**config.mk**
```make
export PLATFORM = sky130hd
export DESIGN_NAME = matrix_multiply_engine_core
export DESIGN_NICKNAME = d
export VERILOG_FILES = /design/src/mme_pkg.sv /design/src/mme_ctrl.sv /design/src/mme_dp.sv /design/src/matrix_multiply_engine_core.sv
export SDC_FILE = /design/constraint.sdc
export NUM_CORES = 2
export LEC_CHECK = 0
export ABC_AREA = 1
export BUFFER_PORTS_ARGS = -buffer_cell sky130_fd_sc_hd__buf_2
export CORE_MARGIN = 4
export CORE_UTILIZATION = 54
export CTS_CLUSTER_SIZE = 14
export DETAILED_ROUTE_END_ITERATION = 10
export PLACE_DENSITY = 0.67
export SYNTH_ARGS = -nofsm -noshare
export SYNTH_HDL_FRONTEND = slang
export SYNTH_SLANG_ARGS = --single-unit
export TNS_END_PERCENT = 1
```
**constraint.sdc**
```tcl
create_clock -name aclk -period 16.6 [get_ports aclk]
set_input_delay 0.83 -clock aclk [delete_from_list [all_inputs] [get_ports aclk]]
set_output_delay 0.83 -clock aclk [all_outputs]
set_load 0.01 [all_outputs]
```
**src/mme_pkg.sv**
```systemverilog
// Shared types, constants and helpers of the matrix multiply engine.
// Used by mme_ctrl, mme_dp and matrix_multiply_engine_core; depends on nothing.
`default_nettype none

package mme_pkg;

    // Largest matrix dimension and the widths that follow from it.
    localparam int DIM      = 8;
    localparam int IDX_W    = $clog2(DIM);
    localparam int ADDR_W   = 2 * IDX_W;
    localparam int DEPTH    = DIM * DIM;
    localparam int DIM_W    = 4;

    // Element and arithmetic widths.
    localparam int ELEM_W   = 16;
    localparam int PROD_W   = 2 * ELEM_W;
    localparam int SUM_W    = 35;

    // Stream payload widths.
    localparam int OP_W       = 2;
    localparam int S_TDATA_W  = 24;
    localparam int M_TDATA_W  = 48;
    localparam int CFG_ADDR_W = 2;

    typedef enum logic [OP_W-1:0] {
        OP_WRITE_A = 2'd0,
        OP_WRITE_B = 2'd1,
        OP_COMPUTE = 2'd2,
        OP_NONE    = 2'd3
    } opcode_t;

    typedef enum logic [CFG_ADDR_W-1:0] {
        REG_ROWS_M  = 2'd0,
        REG_INNER_K = 2'd1,
        REG_COLS_N  = 2'd2,
        REG_NONE    = 2'd3
    } cfg_index_t;

    typedef enum logic [1:0] {
        ST_IDLE,
        ST_MAC,
        ST_WAIT
    } state_t;

    // Commands from the controller to the datapath.
    typedef struct packed {
        logic              wr_a;
        logic              wr_b;
        logic              issue;
        logic              first;
        logic [ADDR_W-1:0] addr_a;
        logic [ADDR_W-1:0] addr_b;
        logic              load_out;
        logic [IDX_W-1:0]  out_row;
        logic [IDX_W-1:0]  out_col;
        logic              out_last;
    } dp_cmd_t;

    // Status from the datapath to the controller.
    typedef struct packed {
        logic pipe_busy;
        logic out_free;
    } dp_status_t;

    // Last valid index for a dimension register: zero acts as one, values
    // above the maximum act as the maximum.
    function automatic logic [IDX_W-1:0] last_index(input logic [DIM_W-1:0] v);
        logic [DIM_W-1:0] d;
        begin
            if (v == '0) begin
                d = DIM_W'(1);
            end else if (v > DIM_W'(DIM)) begin
                d = DIM_W'(DIM);
            end else begin
                d = v;
            end
            last_index = IDX_W'(d - DIM_W'(1));
        end
    endfunction

endpackage

`default_nettype wire

```
**src/mme_ctrl.sv**
```systemverilog
// Controller of the matrix multiply engine: dimension registers, loop
// counters and the sequencing state machine. Depends on mme_pkg.
`default_nettype none

module mme_ctrl
    import mme_pkg::*;
(
    input  wire logic                  aclk,
    input  wire logic                  aresetn,
    input  wire logic                  cfg_we,
    input  wire logic [CFG_ADDR_W-1:0] cfg_addr,
    input  wire logic [DIM_W-1:0]      cfg_wdata,
    input  wire logic                  s_tvalid,
    output logic                       s_tready,
    input  wire logic [OP_W-1:0]       s_tuser,
    input  wire dp_status_t            status,
    output dp_cmd_t                    cmd
);

    state_t           state_reg, state_next;
    logic [DIM_W-1:0] rows_m_reg, inner_k_reg, cols_n_reg;
    logic [IDX_W-1:0] i_reg, i_next;
    logic [IDX_W-1:0] j_reg, j_next;
    logic [IDX_W-1:0] l_reg, l_next;
    logic [IDX_W-1:0] m_last, k_last, n_last;
    logic             accept;
    logic             emit;
    opcode_t          op;

    assign op     = opcode_t'(s_tuser);
    assign m_last = last_index(rows_m_reg);
    assign k_last = last_index(inner_k_reg);
    assign n_last = last_index(cols_n_reg);
    assign accept = s_tvalid && s_tready;
    assign emit   = (state_reg == ST_WAIT) && !status.pipe_busy && status.out_free;

    // Configuration registers.
    always_ff @(posedge aclk) begin
        if (!aresetn) begin
            rows_m_reg  <= DIM_W'(DIM);
            inner_k_reg <= DIM_W'(DIM);
            cols_n_reg  <= DIM_W'(DIM);
        end else if (cfg_we) begin
            unique case (cfg_index_t'(cfg_addr))
                REG_ROWS_M:  rows_m_reg  <= cfg_wdata;
                REG_INNER_K: inner_k_reg <= cfg_wdata;
                REG_COLS_N:  cols_n_reg  <= cfg_wdata;
                default: ;
            endcase
        end
    end

    always_ff @(posedge aclk) begin
        if (!aresetn) begin
            state_reg <= ST_IDLE;
            i_reg     <= '0;
            j_reg     <= '0;
            l_reg     <= '0;
        end else begin
            state_reg <= state_next;
            i_reg     <= i_next;
            j_reg     <= j_next;
            l_reg     <= l_next;
        end
    end

    // Next state and loop counters.
    always_comb begin
        state_next = state_reg;
        i_next     = i_reg;
        j_next     = j_reg;
        l_next     = l_reg;
        unique case (state_reg)
            ST_IDLE: begin
                if (accept && op == OP_COMPUTE) begin
                    state_next = ST_MAC;
                    i_next     = '0;
                    j_next     = '0;
                    l_next     = '0;
                end
            end
            ST_MAC: begin
                if (l_reg == k_last) begin
                    l_next     = '0;
                    state_next = ST_WAIT;
                end else begin
                    l_next = l_reg + IDX_W'(1);
                end
            end
            ST_WAIT: begin
                if (emit) begin
                    if (j_reg == n_last) begin
                        j_next = '0;
                        if (i_reg == m_last) begin
                            i_next     = '0;
                            state_next = ST_IDLE;
                        end else begin
                            i_next     = i_reg + IDX_W'(1);
                            state_next = ST_MAC;
                        end
                    end else begin
                        j_next     = j_reg + IDX_W'(1);
                        state_next = ST_MAC;
                    end
                end
            end
            default: state_next = ST_IDLE;
        endcase
    end

    // Outputs.
    always_comb begin
        s_tready     = (state_reg == ST_IDLE);
        cmd          = '0;
        cmd.addr_a   = {i_reg, l_reg};
        cmd.addr_b   = {l_reg, j_reg};
        cmd.first    = (l_reg == '0);
        cmd.out_row  = i_reg;
        cmd.out_col  = j_reg;
        cmd.out_last = (i_reg == m_last) && (j_reg == n_last);
        unique case (state_reg)
            ST_IDLE: begin
                cmd.wr_a = accept && (op == OP_WRITE_A);
                cmd.wr_b = accept && (op == OP_WRITE_B);
            end
            ST_MAC:  cmd.issue    = 1'b1;
            ST_WAIT: cmd.load_out = emit;
            default: ;
        endcase
    end

endmodule

`default_nettype wire

```
**src/mme_dp.sv**
```systemverilog
// Datapath of the matrix multiply engine: the two element stores, the
// multiply-accumulate pipeline and the result register. Depends on mme_pkg.
`default_nettype none

module mme_dp
    import mme_pkg::*;
(
    input  wire logic                 aclk,
    input  wire logic                 aresetn,
    input  wire logic [S_TDATA_W-1:0] s_tdata,
    input  wire dp_cmd_t              cmd,
    output dp_status_t                status,
    output logic                      m_tvalid,
    input  wire logic                 m_tready,
    output logic [M_TDATA_W-1:0]      m_tdata,
    output logic                      m_tlast
);

    logic [ELEM_W-1:0]        mem_a [DEPTH];
    logic [ELEM_W-1:0]        mem_b [DEPTH];
    logic [ADDR_W-1:0]        wr_addr;
    logic [ELEM_W-1:0]        wr_value;

    logic signed [ELEM_W-1:0] a_rd_reg, b_rd_reg;
    logic                     rd_vld_reg, rd_first_reg;
    logic signed [PROD_W-1:0] prod_reg;
    logic                     prod_vld_reg, prod_first_reg;
    logic signed [SUM_W-1:0]  acc_reg, acc_next;

    logic                     out_vld_reg;
    logic [IDX_W-1:0]         out_row_reg, out_col_reg;
    logic [SUM_W-1:0]         out_sum_reg;
    logic                     out_last_reg;

    // Write address is row then column, matching the read addressing.
    assign wr_addr  = {s_tdata[0 +: IDX_W], s_tdata[IDX_W +: IDX_W]};
    assign wr_value = s_tdata[2*IDX_W +: ELEM_W];

    always_ff @(posedge aclk) begin
        if (cmd.wr_a) begin
            mem_a[wr_addr] <= wr_value;
        end
        if (cmd.wr_b) begin
            mem_b[wr_addr] <= wr_value;
        end
        if (cmd.issue) begin
            a_rd_reg <= mem_a[cmd.addr_a];
            b_rd_reg <= mem_b[cmd.addr_b];
        end
    end

    always_ff @(posedge aclk) begin
        if (!aresetn) begin
            rd_vld_reg   <= 1'b0;
            prod_vld_reg <= 1'b0;
        end else begin
            rd_vld_reg   <= cmd.issue;
            prod_vld_reg <= rd_vld_reg;
        end
    end

    always_ff @(posedge aclk) begin
        rd_first_reg   <= cmd.first;
        prod_first_reg <= rd_first_reg;
        prod_reg       <= a_rd_reg * b_rd_reg;
        if (prod_vld_reg) begin
            acc_reg <= acc_next;
        end
    end

    always_comb begin
        if (prod_first_reg) begin
            acc_next = SUM_W'(prod_reg);
        end else begin
            acc_next = acc_reg + SUM_W'(prod_reg);
        end
    end

    // Result register.
    always_ff @(posedge aclk) begin
        if (!aresetn) begin
            out_vld_reg <= 1'b0;
        end else if (cmd.load_out) begin
            out_vld_reg <= 1'b1;
        end else if (m_tready) begin
            out_vld_reg <= 1'b0;
        end
    end

    always_ff @(posedge aclk) begin
        if (cmd.load_out) begin
            out_row_reg  <= cmd.out_row;
            out_col_reg  <= cmd.out_col;
            out_sum_reg  <= acc_reg;
            out_last_reg <= cmd.out_last;
        end
    end

    assign status.pipe_busy = rd_vld_reg || prod_vld_reg;
    assign status.out_free  = !out_vld_reg || m_tready;

    assign m_tvalid = out_vld_reg;
    assign m_tlast  = out_last_reg;
    assign m_tdata  = {{(M_TDATA_W - SUM_W - 2*IDX_W){1'b0}},
                       out_sum_reg, out_col_reg, out_row_reg};

endmodule

`default_nettype wire

```
**src/matrix_multiply_engine_core.sv**
```systemverilog
// Top level of the matrix multiply engine: joins the controller and the
// datapath. Depends on mme_pkg, mme_ctrl and mme_dp.
//
//   Channel   Direction  Handshake          Content
//   s_*       in         s_tvalid/s_tready  opcode in tuser, row/col/value in tdata
//   m_*       out        m_tvalid/m_tready  out_row/out_col/sum in tdata, last in tlast
//   cfg_*     in         cfg_we             register index and write data
//
// A compute transaction emits M*N results; for each, the sequencer issues K pairs
// of store reads, then waits for the pipeline to drain and for the result register
// to be free before handing it the sum. Reset is synchronous, active low, clears
// control state and sets all three dimension registers to eight; the stores are
// not cleared. A stalled result channel holds the sequencer waiting; no input is
// taken while a compute runs.
`default_nettype none

module matrix_multiply_engine_core
    import mme_pkg::*;
(
    input  wire logic                  aclk,
    input  wire logic                  aresetn,

    // Configuration write port.
    input  wire logic                  cfg_we,
    input  wire logic [CFG_ADDR_W-1:0] cfg_addr,
    input  wire logic [DIM_W-1:0]      cfg_wdata,

    // Input stream.
    input  wire logic                  s_tvalid,
    output logic                       s_tready,
    input  wire logic [S_TDATA_W-1:0]  s_tdata,   // row[2:0], col[5:3], value[21:6], zero fill
    input  wire logic [OP_W-1:0]       s_tuser,   // opcode[1:0]

    // Result stream.
    output logic                       m_tvalid,
    input  wire logic                  m_tready,
    output logic [M_TDATA_W-1:0]       m_tdata,   // out_row[2:0], out_col[5:3], sum[40:6], zero fill
    output logic                       m_tlast    // last element of the result matrix
);

    dp_cmd_t    cmd;
    dp_status_t status;

    // The controller decodes each input transaction and walks the i, j and
    // l loops, issuing one pair of store reads per cycle during a dot product.
    mme_ctrl u_ctrl (
        .aclk      (aclk),
        .aresetn   (aresetn),
        .cfg_we    (cfg_we),
        .cfg_addr  (cfg_addr),
        .cfg_wdata (cfg_wdata),
        .s_tvalid  (s_tvalid),
        .s_tready  (s_tready),
        .s_tuser   (s_tuser),
        .status    (status),
        .cmd       (cmd)
    );

    // The datapath holds both stores, the registered multiplier and the
    // accumulator, and the output register that decouples the result stream.
    mme_dp u_dp (
        .aclk     (aclk),
        .aresetn  (aresetn),
        .s_tdata  (s_tdata),
        .cmd      (cmd),
        .status   (status),
        .m_tvalid (m_tvalid),
        .m_tready (m_tready),
        .m_tdata  (m_tdata),
        .m_tlast  (m_tlast)
    );

endmodule

`default_nettype wire
```
==> reports/results.md <==
| Step | Result | Reported |
|:---|:---|:---|
| finish | Area delta synth->final | 9.60% |
| finish | Finished Core Util | 59.7% |
| sta | Unrepaired setup endpoints after global routing | no |
| sta | Layout Skew | 0.0461 ns |
| yosys | EDFF count, synth | 2157 |
| detailed routing | Drt drc | 0 |
| place | GP Congestion | 0.908 |
| grt | GRT Residual Overflow | 0 |
| yosys | Register bit count reported by yosys | 2217 |
| finish | Area taken by flip-flops and latches | 66000 sq um |
| die | Row count | 157 |
| die | Die extent in x | 438 um |
| sta | Hold Vio Cnt, Final | 0 |
| finish | Filler cell count | 14500 |
| cts | Deepest level of the CTS H-tree | 4 |
| hold path | Worst hold path cell count | 3 |
| critical path | Worst endpoint data arrival time | 7.12 ns |
| grt | Total GRT Usage | 27.3% |
| pwr | Peak supply drop | 0.472 mV |
| detailed routing | Number of vias per cell | 5.90 |
| die | Core area | 184000 sq um |
| pwr | P per Cell Area | 211 nW/um^2 |
| detailed routing | Uppermost metal layer occupied by signal nets | met4 |
| sta | Worst path setup slack after routing | 10.24 ns |
| cts | Setup repair bufs after CTS | 0 |
| die | Initial core utilization | 54.5% |
| yosys | Gate Count Post-Synth | 8750 |
| sta | Final Cycle Share | 38.3% |
| pwr | Static leakage | 40.4 nW |
| sta | Final setup violation count | 0 |
| cts | Cts bufs inserted | 215 |
| finish | Most common cell after layout, fill and taps aside | edfxtp_1 |
| place | Dpl hpwl | 154 mm |
| detailed routing | Average detailed-routed wire length per instance | 23.4 um |
| critical path | Critical Path RT | 17.36 ns |
| cts | Clock latency on the worst-skew pair | 0.89 ns |
| finish | Leading registers by flop count | u_dp.mem_a (1024), u_dp.mem_b (1024) |
| cts | Post-CTS clock slew at the launch and capture registers of the worst setup and hold paths | 0.06 ns |
| pwr | Total power after layout | 23.1 mW |
| detailed routing | Number of vias after detailed routing | 67100 |
| grt | Vias in the first global route | 64600 |
| hold path | Class of the most critical hold timing path | input pin to register |
| cts | Max clock buf depth | 3 |
| die | Top-Level Pins | 88 |
| cts | Num Clock Sinks | 2217 |
| yosys | Post-synthesis instance area | 100000 sq um |
| place | Worst setup timing slack at the placement stage | 10.26 ns |
| detailed routing | Antenna Violating Nets Remaining | 0 |
| sta | Number of max-slew violations in the final report | 0 |
| yosys | Share of flip-flops with an asynchronous set or reset | 0% |
| yosys | Ys Warns | 0 |
| detailed routing | Met1 routed wirelength after detailed routing | 107 mm |
| finish | Most frequent cells in the layout | edfxtp_1, nand2_1, nor2_1 |
| grt | Pin count of the biggest net entering global routing | 200 |
| sta | Slew margin rel. | 15.3% |
| critical path | Crit Path Category | register to register |
| detailed routing | Amount of wire on met2 after detailed routing | 125 mm |
| yosys | Average footprint of a synthesized cell | 11.4 sq um |
| critical path | Kind of start point of the critical path | register |
| run status | Status | complete, no violations |
| grt | Antenna violations before repair | 4 |
| detailed routing | WL final | 265 mm |
| finish | Multi-input gate area in the final layout | 29500 sq um |
| yosys | Number of library cell types mapped by synthesis | 38 |
| sta | Top achievable clock speed | 157 MHz |
| finish | Post-layout net count | 9144 |
| yosys | Portion of the post-synthesis area used by sequential elements | 65.9% |
| place | Total of buffers placed on input and output ports | 78 |
| cts | Count of cells resized by post-cts repair | 0 |
| yosys | Flip-flop cell with the highest count after synthesis | edfxtp_1 |
| grt | First-pass GRT wire length | 398 mm |
| sta | Worst-margin pin slew | 1.27 ns |
| detailed routing | Drt pass-1 iters | 6 |
| detailed routing | Met3 routed wirelength | 23.2 mm |
| run | Max Cap Violations | 0 |
| critical path | Kind of end point of the critical path | register |
| detailed routing | Count of routing violations after the opening detailed-route iteration | 7872 |
| finish | Ratio of cells with drive above 1 in the final layout | 7.08% |
| cts | Clock root cell | clkbuf_16 |
| critical path | Worst-case reg-to-reg path depth | 22 |
| sta | Final setup TNS | 0 ns |
| sta | Min Clock Period, post-route | 6.36 ns |
| cts | Hold buffer count at CTS | 0 |
| die | DIE HEIGHT | 438 um |
| critical path | CP Max Fanout | 16 |
| die | Area of the die | 192000 sq um |
| cts | CTS tree | done |
-- logic make-up after synthesis --
kind of cell	Yosys count	synth area share, %
adder cells (fa/ha/maj)	386	6.80
XOR/XNOR	51	0.446
AO/OA/AOI/OAI	1674	9.07
flip-flops	2217	65.9
buffers and inverters	1114	4.71
other	1	0.00375
AND/OR/NAND/NOR	3307	13.1
-- layer usage --
layer	track usage, %	vias to the layer above
met3	4.28	473
met5	0	-
met2	43.6	3183
met4	11.4	0
li1	-	30300
met1	37.7	33100
-- area by class of cell --
| class | count | area share, % |
|---|---|---|
| clock buffers | 265 | 5.18 |
| multi-input cells | 5425 | 26.9 |
| inverters | 584 | 2.03 |
| well taps | 2464 | 2.81 |
| diodes | 4 | 0.00913 |
| clock inverters | 129 | 1.06 |
| repair buffers | 278 | 1.83 |
| flip-flops and latches | 2217 | 60.2 |
-- cells in the mapped netlist, drive strengths merged (15+ instances only) --
| master | number | area (sq um) |
|---|---|---|
| fa | 263 | 5270 |
| dfxtp | 60 | 1200 |
| xor2 | 32 | 280 |
| nand2 | 1568 | 5890 |
| o22ai | 496 | 3100 |
| a21oi | 91 | 455 |
| ha | 123 | 1540 |
| xnor2 | 19 | 166 |
| nor2 | 1272 | 4770 |
| nand3 | 391 | 1960 |
| nor3 | 33 | 165 |
| o21bai | 16 | 120 |
| nand4 | 16 | 100 |
| edfxtp | 2157 | 64800 |
| inv | 583 | 2190 |
| o21ai | 1056 | 5290 |
| or2 | 15 | 93.8 |
| clkbuf | 312 | 1180 |
| buf | 218 | 1340 |
-- final timing paths --
kind              slack [ns]                        from                                 end
hold / removal          0.22                cfg_wdata[3]  u_ctrl.inner_k_reg[3]$_SDFFE_PN1P_
setup reg to reg       10.24  u_dp.b_rd_reg[1]$_DFFE_PP_           u_dp.prod_reg[31]$_DFF_P_
hold reg to reg         0.35   u_dp.rd_first_reg$_DFF_P_         u_dp.prod_first_reg$_DFF_P_
setup / recovery       10.24  u_dp.b_rd_reg[1]$_DFFE_PP_           u_dp.prod_reg[31]$_DFF_P_
-- per-stage QoR --
step / area (sq um) / cells / hold slack, ns
final: 110000 / 11400 / 0.219
after global placement: 103000 / 11000 / 0.332
after CTS: 110000 / 11400 / 0.181
after global routing: 110000 / 11400 / 0.197
after detailed placement: 103000 / 11000 / 0.329
after floorplan: 100000 / 8756 / 0.310
-- power breakdown --
| part | switching, mW | internal [mW] | total (mW) | leakage [nW] |
|---|---|---|---|---|
| registers | 0.130 | 6.40 | 6.53 | 19.9 |
| clock network | 2.08 | 2.67 | 4.76 | 3.34 |
| logic | 7.58 | 4.25 | 11.8 | 17.1 |
| total | 9.79 | 13.3 | 23.1 | 40.4 |
-- critical path: stages (launching register included) --
cell and delay (ns):
edfxtp_1 0.79, nand2_1 0.18, inv_1 0.18, fa_1 0.57
fa_1 0.86, inv_1 0.11, fa_1 0.45, fa_1 0.55
inv_1 0.06, fa_1 0.53, inv_1 0.05, fa_1 0.47
inv_1 0.04, ha_1 0.40, nand2_1 0.16, nor2_1 0.15
nand2_1 0.08, nor3_1 0.14, nand2_1 0.08, nand3_1 0.18
inv_1 0.06, nand3_1 0.07, nand2_1 0.04
No activity file was read; power rests on OpenSTA's default activity.
